===== src/rtl/anlfe_pkg.sv =====
// shared types, codes and limits for the ack/nak length frame exchange
// no dependencies; imported by every module of the block
package anlfe_pkg;

	// limits on the response length and on the receive buffer
	localparam int MAX_FRAME_LEN = 4096;
	localparam int RECV_CAPACITY = 4096;
	localparam int LEN_W         = 16;
	localparam int CNT_W         = $clog2(RECV_CAPACITY + 1);
	localparam int TRIES_W       = 3;
	localparam logic [TRIES_W-1:0] TRY_LIMIT = 3'd4;

	// line control bytes
	localparam logic [7:0] BYTE_EOT = 8'h04;
	localparam logic [7:0] BYTE_ACK = 8'h06;
	localparam logic [7:0] BYTE_NAK = 8'h15;

	// reset values of the timer registers
	localparam logic [7:0] SHORT_TIMEOUT_RST = 8'd20;
	localparam logic [7:0] LONG_TIMEOUT_RST  = 8'd120;

	// configuration register indexes
	localparam logic [1:0] CFG_SESSION_MODE  = 2'd0;
	localparam logic [1:0] CFG_SHORT_TIMEOUT = 2'd1;
	localparam logic [1:0] CFG_LONG_TIMEOUT  = 2'd2;

	// session modes
	localparam logic [1:0] MODE_NORMAL       = 2'd0;
	localparam logic [1:0] MODE_CONNECT_ONLY = 2'd1;
	localparam logic [1:0] MODE_RESUME_END   = 2'd2;
	localparam logic [1:0] MODE_RESUME_EOT   = 2'd3;

	// item opcodes
	localparam logic [1:0] OP_START = 2'd0;
	localparam logic [1:0] OP_BYTE  = 2'd1;
	localparam logic [1:0] OP_EVENT = 2'd2;
	localparam logic [1:0] OP_POLL  = 2'd3;

	// line events
	localparam logic [2:0] EV_CONNECT     = 3'd0;
	localparam logic [2:0] EV_DISCONNECT  = 3'd1;
	localparam logic [2:0] EV_BUSY        = 3'd4;
	localparam logic [2:0] EV_TIMEOUT     = 3'd5;

	// control byte requests
	localparam logic [1:0] CTRL_NONE = 2'd0;
	localparam logic [1:0] CTRL_ACK  = 2'd1;
	localparam logic [1:0] CTRL_EOT  = 2'd2;

	// timer actions
	localparam logic [1:0] TACT_LEAVE = 2'd0;
	localparam logic [1:0] TACT_CLEAR = 2'd1;
	localparam logic [1:0] TACT_LOAD  = 2'd2;

	// session result codes
	localparam logic [2:0] RES_OK        = 3'd0;
	localparam logic [2:0] RES_INIT_FAIL = 3'd1;
	localparam logic [2:0] RES_NAK_OVER  = 3'd2;
	localparam logic [2:0] RES_LEN_ERR   = 3'd3;
	localparam logic [2:0] RES_CONN_DROP = 3'd4;
	localparam logic [2:0] RES_EOT_DROP  = 3'd5;

	// session phase, one-hot
	typedef enum logic [7:0] {
		PH_IDLE    = 8'b0000_0001,
		PH_CONNECT = 8'b0000_0010,
		PH_RESUME  = 8'b0000_0100,
		PH_ACK     = 8'b0000_1000,
		PH_LENHI   = 8'b0001_0000,
		PH_LENLO   = 8'b0010_0000,
		PH_DATA    = 8'b0100_0000,
		PH_EOT     = 8'b1000_0000
	} phase_t;

	// live configuration
	typedef struct packed {
		logic [1:0] session_mode;
		logic [7:0] short_timeout;
		logic [7:0] long_timeout;
	} anlfe_cfg_t;

	// one result item
	typedef struct packed {
		logic        send_frame;
		logic        delay_before_send;
		logic [1:0]  send_control;
		logic [1:0]  timer_action;
		logic [7:0]  timer_value;
		logic        payload_valid;
		logic [11:0] payload_index;
		logic [7:0]  payload_data;
		logic        session_done;
		logic [2:0]  result_code;
	} anlfe_result_t;

endpackage


===== src/rtl/ack_nak_length_frame_exchange.sv =====
// top level of the ack/nak length frame exchange: input register, core, result register
// depends on anlfe_pkg, anlfe_cfg and anlfe_core
//
// Requester side of an ack/nak modem-link exchange with a length-prefixed response. Each
// accepted item (a session start, a line byte, a line event or an idle poll) gives exactly
// one result item. The block takes one item per cycle while its results are taken; a result
// is offered once its item has passed the input register and then the result register,
// which loads behind the state machine and its combinational result logic. Backpressure
// on the result side stalls both registers, and an item is still taken while a result
// waits whenever the input register is empty.
// No clearing pass follows reset. Configuration is read live and should be written only
// while no item is in flight.
module ack_nak_length_frame_exchange (
	input  logic        clk,
	input  logic        arst_n,
	// input items
	input  logic        s_tvalid,
	output logic        s_tready,
	input  logic [15:0] s_tdata,  // line_byte[7:0], event_code[10:8], zero[15:11]
	input  logic [1:0]  s_tuser,  // opcode[1:0]
	// result items
	output logic        m_tvalid,
	input  logic        m_tready,
	output logic [39:0] m_tdata,  // send_frame[0], delay_before_send[1], send_control[3:2],
	                              // timer_action[5:4], timer_value[13:6], payload_index[25:14],
	                              // payload_data[33:26], result_code[36:34], zero[39:37]
	output logic        m_tuser,  // payload_valid
	output logic        m_tlast,  // session_done
	// configuration writes
	input  logic        cfg_we,
	input  logic [1:0]  cfg_index,
	input  logic [7:0]  cfg_data
);
	import anlfe_pkg::*;

	anlfe_cfg_t    cfg;
	anlfe_result_t result_d;
	anlfe_result_t result_s2;

	logic       valid_s1;
	logic [1:0] opcode_s1;
	logic [7:0] line_byte_s1;
	logic [2:0] event_code_s1;
	logic       valid_s2;
	logic       advance;

	// stage handshake
	assign advance  = valid_s1 && (!valid_s2 || m_tready);
	assign s_tready = !valid_s1 || advance;

	// input register valid
	always_ff @(posedge clk or negedge arst_n) begin
		if (!arst_n) begin
			valid_s1 <= 1'b0;
		end else if (s_tready) begin
			valid_s1 <= s_tvalid;
		end
	end

	// input register payload
	always_ff @(posedge clk) begin
		if (s_tready && s_tvalid) begin
			opcode_s1     <= s_tuser;
			line_byte_s1  <= s_tdata[7:0];
			event_code_s1 <= s_tdata[10:8];
		end
	end

	anlfe_cfg u_cfg (
		.clk       (clk),
		.arst_n    (arst_n),
		.cfg_we    (cfg_we),
		.cfg_index (cfg_index),
		.cfg_data  (cfg_data),
		.cfg       (cfg)
	);

	anlfe_core u_core (
		.clk        (clk),
		.arst_n     (arst_n),
		.item_valid (advance),
		.opcode     (opcode_s1),
		.line_byte  (line_byte_s1),
		.event_code (event_code_s1),
		.cfg        (cfg),
		.result     (result_d)
	);

	// result register valid
	always_ff @(posedge clk or negedge arst_n) begin
		if (!arst_n) begin
			valid_s2 <= 1'b0;
		end else if (advance) begin
			valid_s2 <= 1'b1;
		end else if (m_tready) begin
			valid_s2 <= 1'b0;
		end
	end

	// result register payload
	always_ff @(posedge clk) begin
		if (advance) begin
			result_s2 <= result_d;
		end
	end

	// result packing
	assign m_tvalid = valid_s2;
	assign m_tuser  = result_s2.payload_valid;
	assign m_tlast  = result_s2.session_done;
	assign m_tdata  = {3'b000,
	                   result_s2.result_code,
	                   result_s2.payload_data,
	                   result_s2.payload_index,
	                   result_s2.timer_value,
	                   result_s2.timer_action,
	                   result_s2.send_control,
	                   result_s2.delay_before_send,
	                   result_s2.send_frame};

endmodule


===== src/rtl/anlfe_cfg.sv =====
// configuration registers: session mode and the two timer values
// depends on anlfe_pkg
module anlfe_cfg (
	input  logic               clk,
	input  logic               arst_n,
	input  logic               cfg_we,
	input  logic [1:0]         cfg_index,
	input  logic [7:0]         cfg_data,
	output anlfe_pkg::anlfe_cfg_t cfg
);
	import anlfe_pkg::*;

	logic [1:0] session_mode_q;
	logic [7:0] short_timeout_q;
	logic [7:0] long_timeout_q;

	// register writes, unknown index ignored
	always_ff @(posedge clk or negedge arst_n) begin
		if (!arst_n) begin
			session_mode_q  <= MODE_NORMAL;
			short_timeout_q <= SHORT_TIMEOUT_RST;
			long_timeout_q  <= LONG_TIMEOUT_RST;
		end else if (cfg_we) begin
			case (cfg_index)
				CFG_SESSION_MODE:  session_mode_q  <= cfg_data[1:0];
				CFG_SHORT_TIMEOUT: short_timeout_q <= cfg_data;
				CFG_LONG_TIMEOUT:  long_timeout_q  <= cfg_data;
				default: ;
			endcase
		end
	end

	assign cfg.session_mode  = session_mode_q;
	assign cfg.short_timeout = short_timeout_q;
	assign cfg.long_timeout  = long_timeout_q;

endmodule


===== src/rtl/anlfe_core.sv =====
// session state machine: holds phase, tries and counts, and forms one result per item
// depends on anlfe_pkg
module anlfe_core (
	input  logic                     clk,
	input  logic                     arst_n,
	input  logic                     item_valid,
	input  logic [1:0]               opcode,
	input  logic [7:0]               line_byte,
	input  logic [2:0]               event_code,
	input  anlfe_pkg::anlfe_cfg_t    cfg,
	output anlfe_pkg::anlfe_result_t result
);
	import anlfe_pkg::*;

	phase_t             phase_q, phase_d;
	logic [TRIES_W-1:0] send_tries_q, send_tries_d;
	logic [LEN_W-1:0]   exp_len_q, exp_len_d;
	logic [CNT_W-1:0]   recv_cnt_q, recv_cnt_d;

	logic             fin;
	logic [2:0]       fin_code;
	logic             drop;
	logic [LEN_W-1:0] len_sum;
	logic [CNT_W-1:0] cnt_inc;

	assign drop    = event_code inside {[EV_DISCONNECT:EV_TIMEOUT]};
	assign len_sum = exp_len_q + LEN_W'(line_byte);
	assign cnt_inc = recv_cnt_q + CNT_W'(1);

	// next state and result for the item in the input register
	always_comb begin
		result       = '0;
		phase_d      = phase_q;
		send_tries_d = send_tries_q;
		exp_len_d    = exp_len_q;
		recv_cnt_d   = recv_cnt_q;
		fin          = 1'b0;
		fin_code     = RES_OK;
		case (opcode)
			OP_START: begin
				send_tries_d = '0;
				exp_len_d    = '0;
				recv_cnt_d   = '0;
				if (cfg.session_mode == MODE_RESUME_END || cfg.session_mode == MODE_RESUME_EOT) begin
					phase_d = PH_RESUME;
				end else begin
					phase_d = PH_CONNECT;
					if (cfg.session_mode == MODE_NORMAL) begin
						result.timer_action = TACT_LOAD;
						result.timer_value  = cfg.short_timeout;
					end
				end
			end
			OP_BYTE: begin
				case (phase_q)
					PH_ACK: begin
						if (line_byte == BYTE_ACK) begin
							result.timer_action = TACT_LOAD;
							result.timer_value  = cfg.long_timeout;
							phase_d             = PH_LENHI;
						end else if (line_byte == BYTE_NAK) begin
							if (send_tries_q < TRY_LIMIT) begin
								result.delay_before_send = 1'b1;
								result.timer_action      = TACT_LOAD;
								result.timer_value       = cfg.short_timeout;
								result.send_frame        = 1'b1;
								send_tries_d             = send_tries_q + TRIES_W'(1);
							end else begin
								fin      = 1'b1;
								fin_code = RES_NAK_OVER;
							end
						end
					end
					PH_LENHI: begin
						exp_len_d = {line_byte, 8'h00};
						phase_d   = PH_LENLO;
					end
					PH_LENLO: begin
						phase_d = PH_DATA;
						if (len_sum >= LEN_W'(MAX_FRAME_LEN)) begin
							exp_len_d           = '0;
							result.send_control = CTRL_EOT;
							fin                 = 1'b1;
							fin_code            = RES_LEN_ERR;
						end else begin
							exp_len_d = len_sum;
						end
					end
					PH_DATA: begin
						if (recv_cnt_q >= CNT_W'(RECV_CAPACITY)) begin
							// receive overflow, byte dropped
							exp_len_d = '0;
							fin       = 1'b1;
							fin_code  = RES_LEN_ERR;
						end else begin
							result.payload_valid = 1'b1;
							result.payload_index = 12'(recv_cnt_q);
							result.payload_data  = line_byte;
							recv_cnt_d           = cnt_inc;
							if (LEN_W'(cnt_inc) == exp_len_q) begin
								result.send_control = CTRL_ACK;
								if (cfg.session_mode == MODE_RESUME_END) begin
									fin      = 1'b1;
									fin_code = RES_OK;
								end else begin
									result.timer_action = TACT_LOAD;
									result.timer_value  = cfg.short_timeout;
									phase_d             = PH_EOT;
								end
							end
						end
					end
					PH_EOT: begin
						if (line_byte == BYTE_EOT) begin
							result.send_control = CTRL_EOT;
							fin                 = 1'b1;
							fin_code            = RES_OK;
						end
					end
					default: ;
				endcase
			end
			OP_EVENT: begin
				case (phase_q)
					PH_CONNECT: begin
						if (event_code == EV_CONNECT) begin
							if (cfg.session_mode == MODE_CONNECT_ONLY) begin
								fin      = 1'b1;
								fin_code = RES_OK;
							end else begin
								result.timer_action = TACT_LOAD;
								result.timer_value  = cfg.short_timeout;
								result.send_frame   = 1'b1;
								send_tries_d        = send_tries_q + TRIES_W'(1);
								phase_d             = PH_ACK;
							end
						end else if (drop) begin
							fin      = 1'b1;
							fin_code = RES_INIT_FAIL;
						end
					end
					PH_ACK: begin
						if (drop) begin
							fin      = 1'b1;
							fin_code = RES_CONN_DROP;
						end
					end
					PH_LENHI, PH_LENLO, PH_DATA: begin
						if (drop) begin
							recv_cnt_d = '0;
							fin        = 1'b1;
							fin_code   = RES_LEN_ERR;
						end
					end
					PH_EOT: begin
						// line timeout while awaiting eot still counts as success
						if (event_code inside {[EV_DISCONNECT:EV_BUSY]}) begin
							fin      = 1'b1;
							fin_code = RES_EOT_DROP;
						end else if (event_code == EV_TIMEOUT) begin
							fin      = 1'b1;
							fin_code = RES_OK;
						end
					end
					default: ;
				endcase
			end
			OP_POLL: begin
				if (phase_q == PH_RESUME) begin
					result.timer_action = TACT_LOAD;
					result.timer_value  = cfg.long_timeout;
					result.send_frame   = 1'b1;
					send_tries_d        = send_tries_q + TRIES_W'(1);
					phase_d             = PH_ACK;
				end
			end
			default: ;
		endcase
		// session end
		if (fin) begin
			result.timer_action = TACT_CLEAR;
			result.timer_value  = '0;
			result.session_done = 1'b1;
			result.result_code  = fin_code;
			phase_d             = PH_IDLE;
		end
	end

	// state update once per processed item
	always_ff @(posedge clk or negedge arst_n) begin
		if (!arst_n) begin
			phase_q      <= PH_IDLE;
			send_tries_q <= '0;
			exp_len_q    <= '0;
			recv_cnt_q   <= '0;
		end else if (item_valid) begin
			phase_q      <= phase_d;
			send_tries_q <= send_tries_d;
			exp_len_q    <= exp_len_d;
			recv_cnt_q   <= recv_cnt_d;
		end
	end

endmodule


===== config.mk =====
export PLATFORM = sky130hd
export DESIGN_NAME = ack_nak_length_frame_exchange
export DESIGN_NICKNAME = d
export VERILOG_FILES = /design/src/rtl/anlfe_pkg.sv /design/src/rtl/ack_nak_length_frame_exchange.sv /design/src/rtl/anlfe_cfg.sv /design/src/rtl/anlfe_core.sv
export SDC_FILE = /design/constraint.sdc
export NUM_CORES = 1
export LEC_CHECK = 0
export BUFFER_PORTS_ARGS = -buffer_cell sky130_fd_sc_hd__buf_2
export CAP_MARGIN = 20
export CORE_MARGIN = 3
export CORE_UTILIZATION = 45
export CTS_CLUSTER_DIAMETER = 120
export DETAILED_ROUTE_END_ITERATION = 16
export GPL_TIMING_DRIVEN = 0
export HOLD_SLACK_MARGIN = 0.12
export PLACE_DENSITY = 0.64
export SYNTH_ARGS = -nofsm -noshare
export SYNTH_HDL_FRONTEND = slang
export SYNTH_SLANG_ARGS = --single-unit

===== constraint.sdc =====
create_clock -name clk -period 3.99 [get_ports clk]
set_input_delay 0.399 -clock clk [delete_from_list [all_inputs] [get_ports clk]]
set_output_delay 0.399 -clock clk [all_outputs]
set_load 0.02 [all_outputs]

==> results of run 1 <==
## power by group
group | internal, mW | leakage (nW) | switching, mW
Clock | 0.444 | 0.142 | 0.477
Combinational | 0.196 | 1.56 | 0.287
Sequential | 1.33 | 1.29 | 0.0746
## cell families after synthesis
logic type / synth area share
buf+inv: 0.0389
fa+ha+maj: 0.0354
compound gates: 0.169
simple gates: 0.186
other cells: 0.000604
xor+xnor: 0.0352
flops: 0.494
mux: 0.0407
## state kept, by name (all words and copies together), names as in the netlist
signal	flops
opcode_s1	2
event_code_s1	3
u_core.phase_q	8
u_cfg.long_timeout_q	8
u_cfg.session_mode_q	2
line_byte_s1	8
m_tvalid	1
valid_s1	1
u_cfg.short_timeout_q	8
u_core.exp_len_q	16
m_tdata	37
u_core.recv_cnt_q	13
u_core.send_tries_q	3
m_tlast	1
m_tuser	1
## per-layer routing
metal  routed length, um  vias up  track usage
met3                 718       23       0.0352
met4                 250        0       0.0713
met1                7360     2364        0.297
met5                   0        -            0
li1                    -     2322            -
met2                7060      148        0.331
## worst max-delay path: cells and delay by family, from the launching register on
kind                       cells  cell delay [ns]
and+or+nand+nor                3             0.83
DFF                            1             0.56
adders and majority gates      2             0.73
AOI/OAI and AO/OA              4             1.03
muxes                          1             0.34
## cells in the final DEF, fill, tap and decap left out, types with 4 or more instances in the layout
cell | netlist | final
a211oi_1 | 6 | 6
a21o_1 | 8 | 8
a21oi_1 | 26 | 26
a22o_1 | 12 | 12
a22oi_1 | 4 | 4
a32oi_1 | 8 | 8
and2_1 | 23 | 23
and3_1 | 10 | 10
and4_1 | 5 | 5
buf_2 | 13 | 81
buf_4 | 4 | 4
clkbuf_1 | 12 | 12
clkbuf_16 | 0 | 9
dfrtp_1 | 53 | 53
dfstp_2 | 7 | 7
edfxtp_1 | 52 | 52
ha_1 | 16 | 16
inv_1 | 24 | 23
mux2_2 | 18 | 18
nand2_1 | 50 | 50
nand2b_1 | 8 | 8
nand3_1 | 16 | 16
nand3b_1 | 6 | 6
nand4_1 | 9 | 9
nor2_1 | 30 | 30
nor2b_1 | 5 | 5
nor3_1 | 13 | 13
nor3b_1 | 4 | 4
o21ai_0 | 27 | 27
o21bai_1 | 4 | 4
o31ai_1 | 7 | 7
or3_1 | 7 | 7
xnor2_1 | 16 | 16
xor2_1 | 9 | 9
## worst paths after layout
kind	to	slack, ns	cells after the start
min reg2reg	u_core.phase_q[0]	0.48	2
min	event_code_s1[0]	0.20	1
max reg2reg	u_core.phase_q[6]	0.40	10
max in group asynchronous	u_core.phase_q[0]	2.70	3
min in group asynchronous	u_cfg.short_timeout_q[5]	0.60	2
max	u_core.phase_q[6]	0.40	10
## repair_timing
action,CTS,global route
gates resized for setup,0,1
hold buffers,1,0
setup endpoints to repair,0,5
hold endpoints to repair,22,0
setup buffers,0,0
## final cells by class
| cell class | instances | share of cell area |
|---|---|---|
| sequential | 112 | 0.431 |
| multi-input combinational | 418 | 0.409 |
| timing repair buffer | 71 | 0.0547 |
| clock buffer | 9 | 0.0316 |
| tap | 176 | 0.0309 |
| buffer | 30 | 0.0212 |
| inverter | 24 | 0.0126 |
| clock inverter | 7 | 0.00982 |
## metrics by stage
stage | util | cells | hold slack [ns]
after floorplan | - | 584 | 0.103
after global placement | 0.508 | 828 | 0.470
after detailed placement | 0.511 | 830 | 0.470
after CTS | 0.534 | 847 | 0.196
after global routing | 0.534 | 847 | 0.201
final | 0.534 | 847 | 0.204
==> summary.txt, run 1 <==
Drt
  – Detail Route Antenna Nets: 0
  – Routed WL: 15400 um
  – DR vias: 4857
  – Detail-routed net length per standard cell: 18.2 um
  – Iter 0 DRT Violations: 415
  – First-pass DRT Iterations: 5
  – Vias per cell: 5.73
  – Drt drc: 0

Place
  – GP Congestion: 0.882
  – Dpl ws: 0.237 ns
  – Placed cell areas: 6820 um2
  – Post-DP HPWL: 11200 um
  – Port-buffer cells: 68

Worst setup path
  – Slowest cell on crit path: edfxtp_1
  – Max FO, Critical Path: 7
  – Worst path max stage delay: 0.56 ns
  – Critical Path AT: 3.84 ns
  – CP Cell Sequence: ha_1 -> fa_1 -> a21o_1 -> a221oi_2 -> o221a_2 -> nand4b_1 -> nand2_1 -> a21oi_4 -> nor3_4 -> mux2_4
  – Crit path kind: flop to flop
  – Crit. End Element: flop
  – Critical R2R Launch: line_byte_s1[0]
  – CP required: 4.24 ns
  – Setup crit start: line_byte_s1[0]
  – Worst Setup Start Kind: flop

Logic synthesis
  – Top FF cell, synth: dfrtp_1
  – EDFF count, synth: 52
  – Ys Warns: 0
  – Synth Cell Area: 6210 um2
  – Most frequent cell after synthesis: dfrtp_1
  – Yosys cell types: 77
  – Syn avg cell area: 10.7 um2
  – Sequential cell area fraction in the yosys report: 0.494
  – Ys async rst share: 0.536
  – Synth top area cells: edfxtp_1 25%, dfrtp_1 21%, mux2_2 3.3%
  – Top cells by count, synth: 53 x dfrtp_1, 52 x edfxtp_1, 50 x nand2_1
  – Share of the synthesized area in the top cell type: 0.251
  – Cell count after synthesis: 582
  – Post-synth top area cell: edfxtp_1
  – Flops & latches, synth: 112

Die
  – Die W: 124 um
  – Die area: 15300 um2
  – Row cnt: 42
  – Die Height: 124 um
  – Core region area: 13300 um2
  – Starting Density: 0.466
  – Ports: 77

Final layout
  – FF+latch area: 3070 um2
  – Nets: 716
  – Final Instance Area: 7130 um2
  – Layout overhead on the synthesized area: 14.8%
  – Multi-input logic area: 2910 um2
  – Layout cells sized above 1: 0.222
  – # diodes: 0
  – # fillers: 1221

Run status
  – Status: finished, final reports clean

Timing
  – Tmin final: 3.59 ns
  – Total negative setup slack: 0 ns
  – RSZ-0062 raised after global routing: no
  – # setup viols final: 0
  – Slew headroom: 0.493
  – Pins Over Slew Limit: 0
  – Final hold violations: 0
  – Fin Clk Skew: 0.00776 ns
  – PnR worst setup slack: 0.400 ns
  – Max Clock Freq: 279 MHz
  – Worst-Margin Slew: 0.760 ns
  – Fin crit share: 0.900

Global routing
  – Initial antenna violation count: 0
  – Remaining Overflow, GRT: 0
  – Largest net degree at the start of global routing: 33
  – First-pass GRT wire length: 24600 um
  – Vias in the first global route: 4713
  – GRT Resource Usage Total: 0.211

Clocking
  – Sink Count: 112
  – H-Tree Depth: 3
  – CTS tree: yes
  – Clk buf depth: 2
  – Clk Latency, worst-skew pair: 0.36 ns
  – Clock transition at the registers of the reported paths: 0.08 ns
  – Number of buffers created by CTS: 9
  – Root Driver: clkbuf_16

Flow run
  – # Max-Cap Violations: 0

Pwr
  – Pwr Total: 2.81 mW
  – Leakage power: 3.00 nW
  – Max IR drop VDD: 249 uV
  – P per Cell Area: 394 nW/um2

Worst hold path
  – HP Start: s_tdata[8]
  – Worst Hold Class: input pin to flop
(Power assumes the default switching activity.)
==> run 2, diff against run 1 <==
==> constraint.sdc (replaced) <==
create_clock -name clk -period 3.99 [get_ports clk]
set_input_delay 0.1995 -clock clk [delete_from_list [all_inputs] [get_ports clk]]
set_output_delay 0.1995 -clock clk [all_outputs]
set_load 0.02 [all_outputs]
==> run 2 against run 1 <==
Net effect: register-to-register slack is essentially flat; power grew 0.80%; final cell count grew 2.6%; first-iteration DRC count grew 1.9%; via count grew 1.5%; combinational power grew 4%; wire length grew 2.0%; die area is the same; utilization grew 1.6 points; critical endpoint unchanged.
==> summary.txt, run 2 (synthesis gave the netlist of run 1 again) <==
Run status
  – Status: finished, final reports clean

Timing
  – Fin Clk Skew: 0.00896 ns (+0.00120 ns)
  – Final hold violations: 0 (unchanged)
  – Worst-Margin Slew: 0.753 ns (-0.00781 ns)
  – RSZ-0062 raised after global routing: no
  – Fin crit share: 0.897 (-0.00258)
  – Slew headroom: 0.498 (+0.00520)
  – Tmin final: 3.58 ns (-0.0103 ns)
  – Hold slack: 0.154 ns (-0.0497 ns)
  – # setup viols final: 0 (unchanged)
  – Max Clock Freq: 279 MHz (+0.29%)
  – Total negative setup slack: 0 ns (unchanged)
  – Pins Over Slew Limit: 0 (unchanged)

Clocking
  – Sink Count: 112 (unchanged)
  – Clock transition at the registers of the reported paths: 0.08 ns (about the same)
  – H-Tree Depth: 3 (unchanged)
  – CTS tree: yes
  – Root Driver: clkbuf_16
  – Clk Latency, worst-skew pair: 0.36 ns (about the same)
  – Clk buf depth: 2 (unchanged)
  – Number of buffers created by CTS: 9 (unchanged)

Global routing
  – Initial antenna violation count: 0 (unchanged)
  – Vias in the first global route: 4831 (+2.5%)
  – First-pass GRT wire length: 25000 um (+1.7%)
  – Remaining Overflow, GRT: 0 (unchanged)
  – GRT Resource Usage Total: 0.214 (+0.00352)
  – Largest net degree at the start of global routing: 33 (unchanged)

Drt
  – DR vias: 4929 (+1.5%)
  – Detail-routed net length per standard cell: 18.1 um (-0.57%)
  – Iter 0 DRT Violations: 423 (+1.9%)
  – Drt drc: 0 (unchanged)
  – Vias per cell: 5.67 (-1.1%)
  – First-pass DRT Iterations: 5 (unchanged)
  – Routed WL: 15700 um (+2.0%)
  – Detail Route Antenna Nets: 0 (unchanged)

Final layout
  – Layout overhead on the synthesized area: 18.3%
  – Most frequent cells in the layout: 81 x buf_2, 53 x dfrtp_1, 52 x edfxtp_1
  – Number of flip-flops in the largest register: 37 (unchanged)
  – Leading cell type in the layout, fill and taps excluded: buf_2
  – # diodes: 0 (unchanged)
  – Layout cells sized above 1: 0.215 (-0.00705)
  – Nets: 738 (+3.1%)
  – # fillers: 1188 (-2.7%)

Pwr
  – Max IR drop VDD: 254 uV (+1.9%)
  – P per Cell Area: 385 nW/um2 (-2.2%)
  – Leakage power: 3.09 nW (+3.1%)

Die
  – Core region area: 13300 um2 (unchanged)
  – Die Height: 124 um (unchanged)
  – Starting Density: 0.466 (unchanged)
  – Die area: 15300 um2 (unchanged)
  – Row cnt: 42 (unchanged)
  – Ports: 77 (unchanged)
  – Die W: 124 um (unchanged)

Worst setup path
  – Setup crit start: line_byte_s1[0]
  – Crit. End Element: flop
  – R2R setup slack: 0.41 ns (about the same)
  – Max FO, Critical Path: 7 (unchanged)
  – Crit path kind: flop to flop
  – Worst Setup Start Kind: flop
  – FF-to-FF path depth: 10 (unchanged)
  – Critical R2R Launch: line_byte_s1[0]
  – Worst Setup EP: u_core.phase_q[6]
  – CP required: 4.25 ns (about the same)
  – Reg2reg end: u_core.phase_q[6]
  – Critical Path AT: 3.83 ns (about the same)

Place
  – Port-buffer cells: 68 (unchanged)
  – GP Congestion: 0.882 (unchanged)
  – Post-DP HPWL: 11200 um (unchanged)

Worst hold path
  – Worst Hold Class: input pin to flop

Flow run
  – # Max-Cap Violations: 0 (unchanged)
## run 2: area by class of cell
cell class,count,area (um2),area share
plain buffers,30,151,0.0206
clock inverters,7,70.1,0.00953
clock buffers,9,225,0.0306
well taps,176,220,0.0299
inverters,24,90.1,0.0123
flip-flops and latches,112,3070,0.418
multi-input cells,418,2910,0.396
repair buffers,93,611,0.0830
## run 2: worst min path at each step
stage | from | end | slack (ns) | cells past startpoint
floorplan | arst_n | m_tvalid | -0.1 | 0
global placement | s_tdata[9] | event_code_s1[1] | 0.38 | 1
detailed placement | arst_n | u_cfg.short_timeout_q[5] | 0.27 | 1
CTS | m_tready | valid_s1 | 0.13 | 3
global route | m_tready | m_tvalid | 0.18 | 3
finish | m_tready | valid_s1 | 0.15 | 3
## run 2: power breakdown
group          leakage (nW)  internal, mW  switching (mW)
logic                  1.66         0.210           0.290
registers              1.29          1.33          0.0753
clock network         0.142         0.444           0.482
total                  3.09          1.99           0.848
## run 2: worst max-delay path, cell delays in order (launching register included)
cell	delay, ns
edfxtp_1	0.55
ha_1	0.30
fa_1	0.43
a21o_1	0.21
a221oi_2	0.44
o221a_2	0.28
nand4b_1	0.18
nand2_1	0.28
a21oi_4	0.09
nor3_4	0.37
mux2_4	0.34
## run 2: timing repair
| action | in CTS | in global routing |
|---|---|---|
| endpoints found under the setup margin | 0 | 9 |
| hold endpoints to repair | 54 | 0 |
| buffers inserted | 0 | 0 |
| hold buffers | 23 | 0 |
| gates resized for setup | 0 | 1 |
## run 2: per-stage QoR
stage	area (um2)	total power [mW]	setup WS, ns	cells	util
after floorplan	6220	1.75	0.930	584	-
after global placement	6780	1.89	0.269	828	0.508
after detailed placement	6820	1.91	0.237	830	0.511
after CTS	7350	2.84	0.217	869	0.550
after global routing	7350	2.96	0.216	869	0.551
final	7350	2.83	0.410	869	0.551
## run 2: per-layer routing
| layer | GRT usage | up-vias | share of wire |
|---|---|---|---|
| li1 | - | 2363 | - |
| met1 | 0.298 | 2403 | 0.48 |
| met2 | 0.342 | 142 | 0.46 |
| met3 | 0.0348 | 21 | 0.041 |
| met4 | 0.0713 | 0 | 0.016 |
| met5 | 0 | - | 0 |
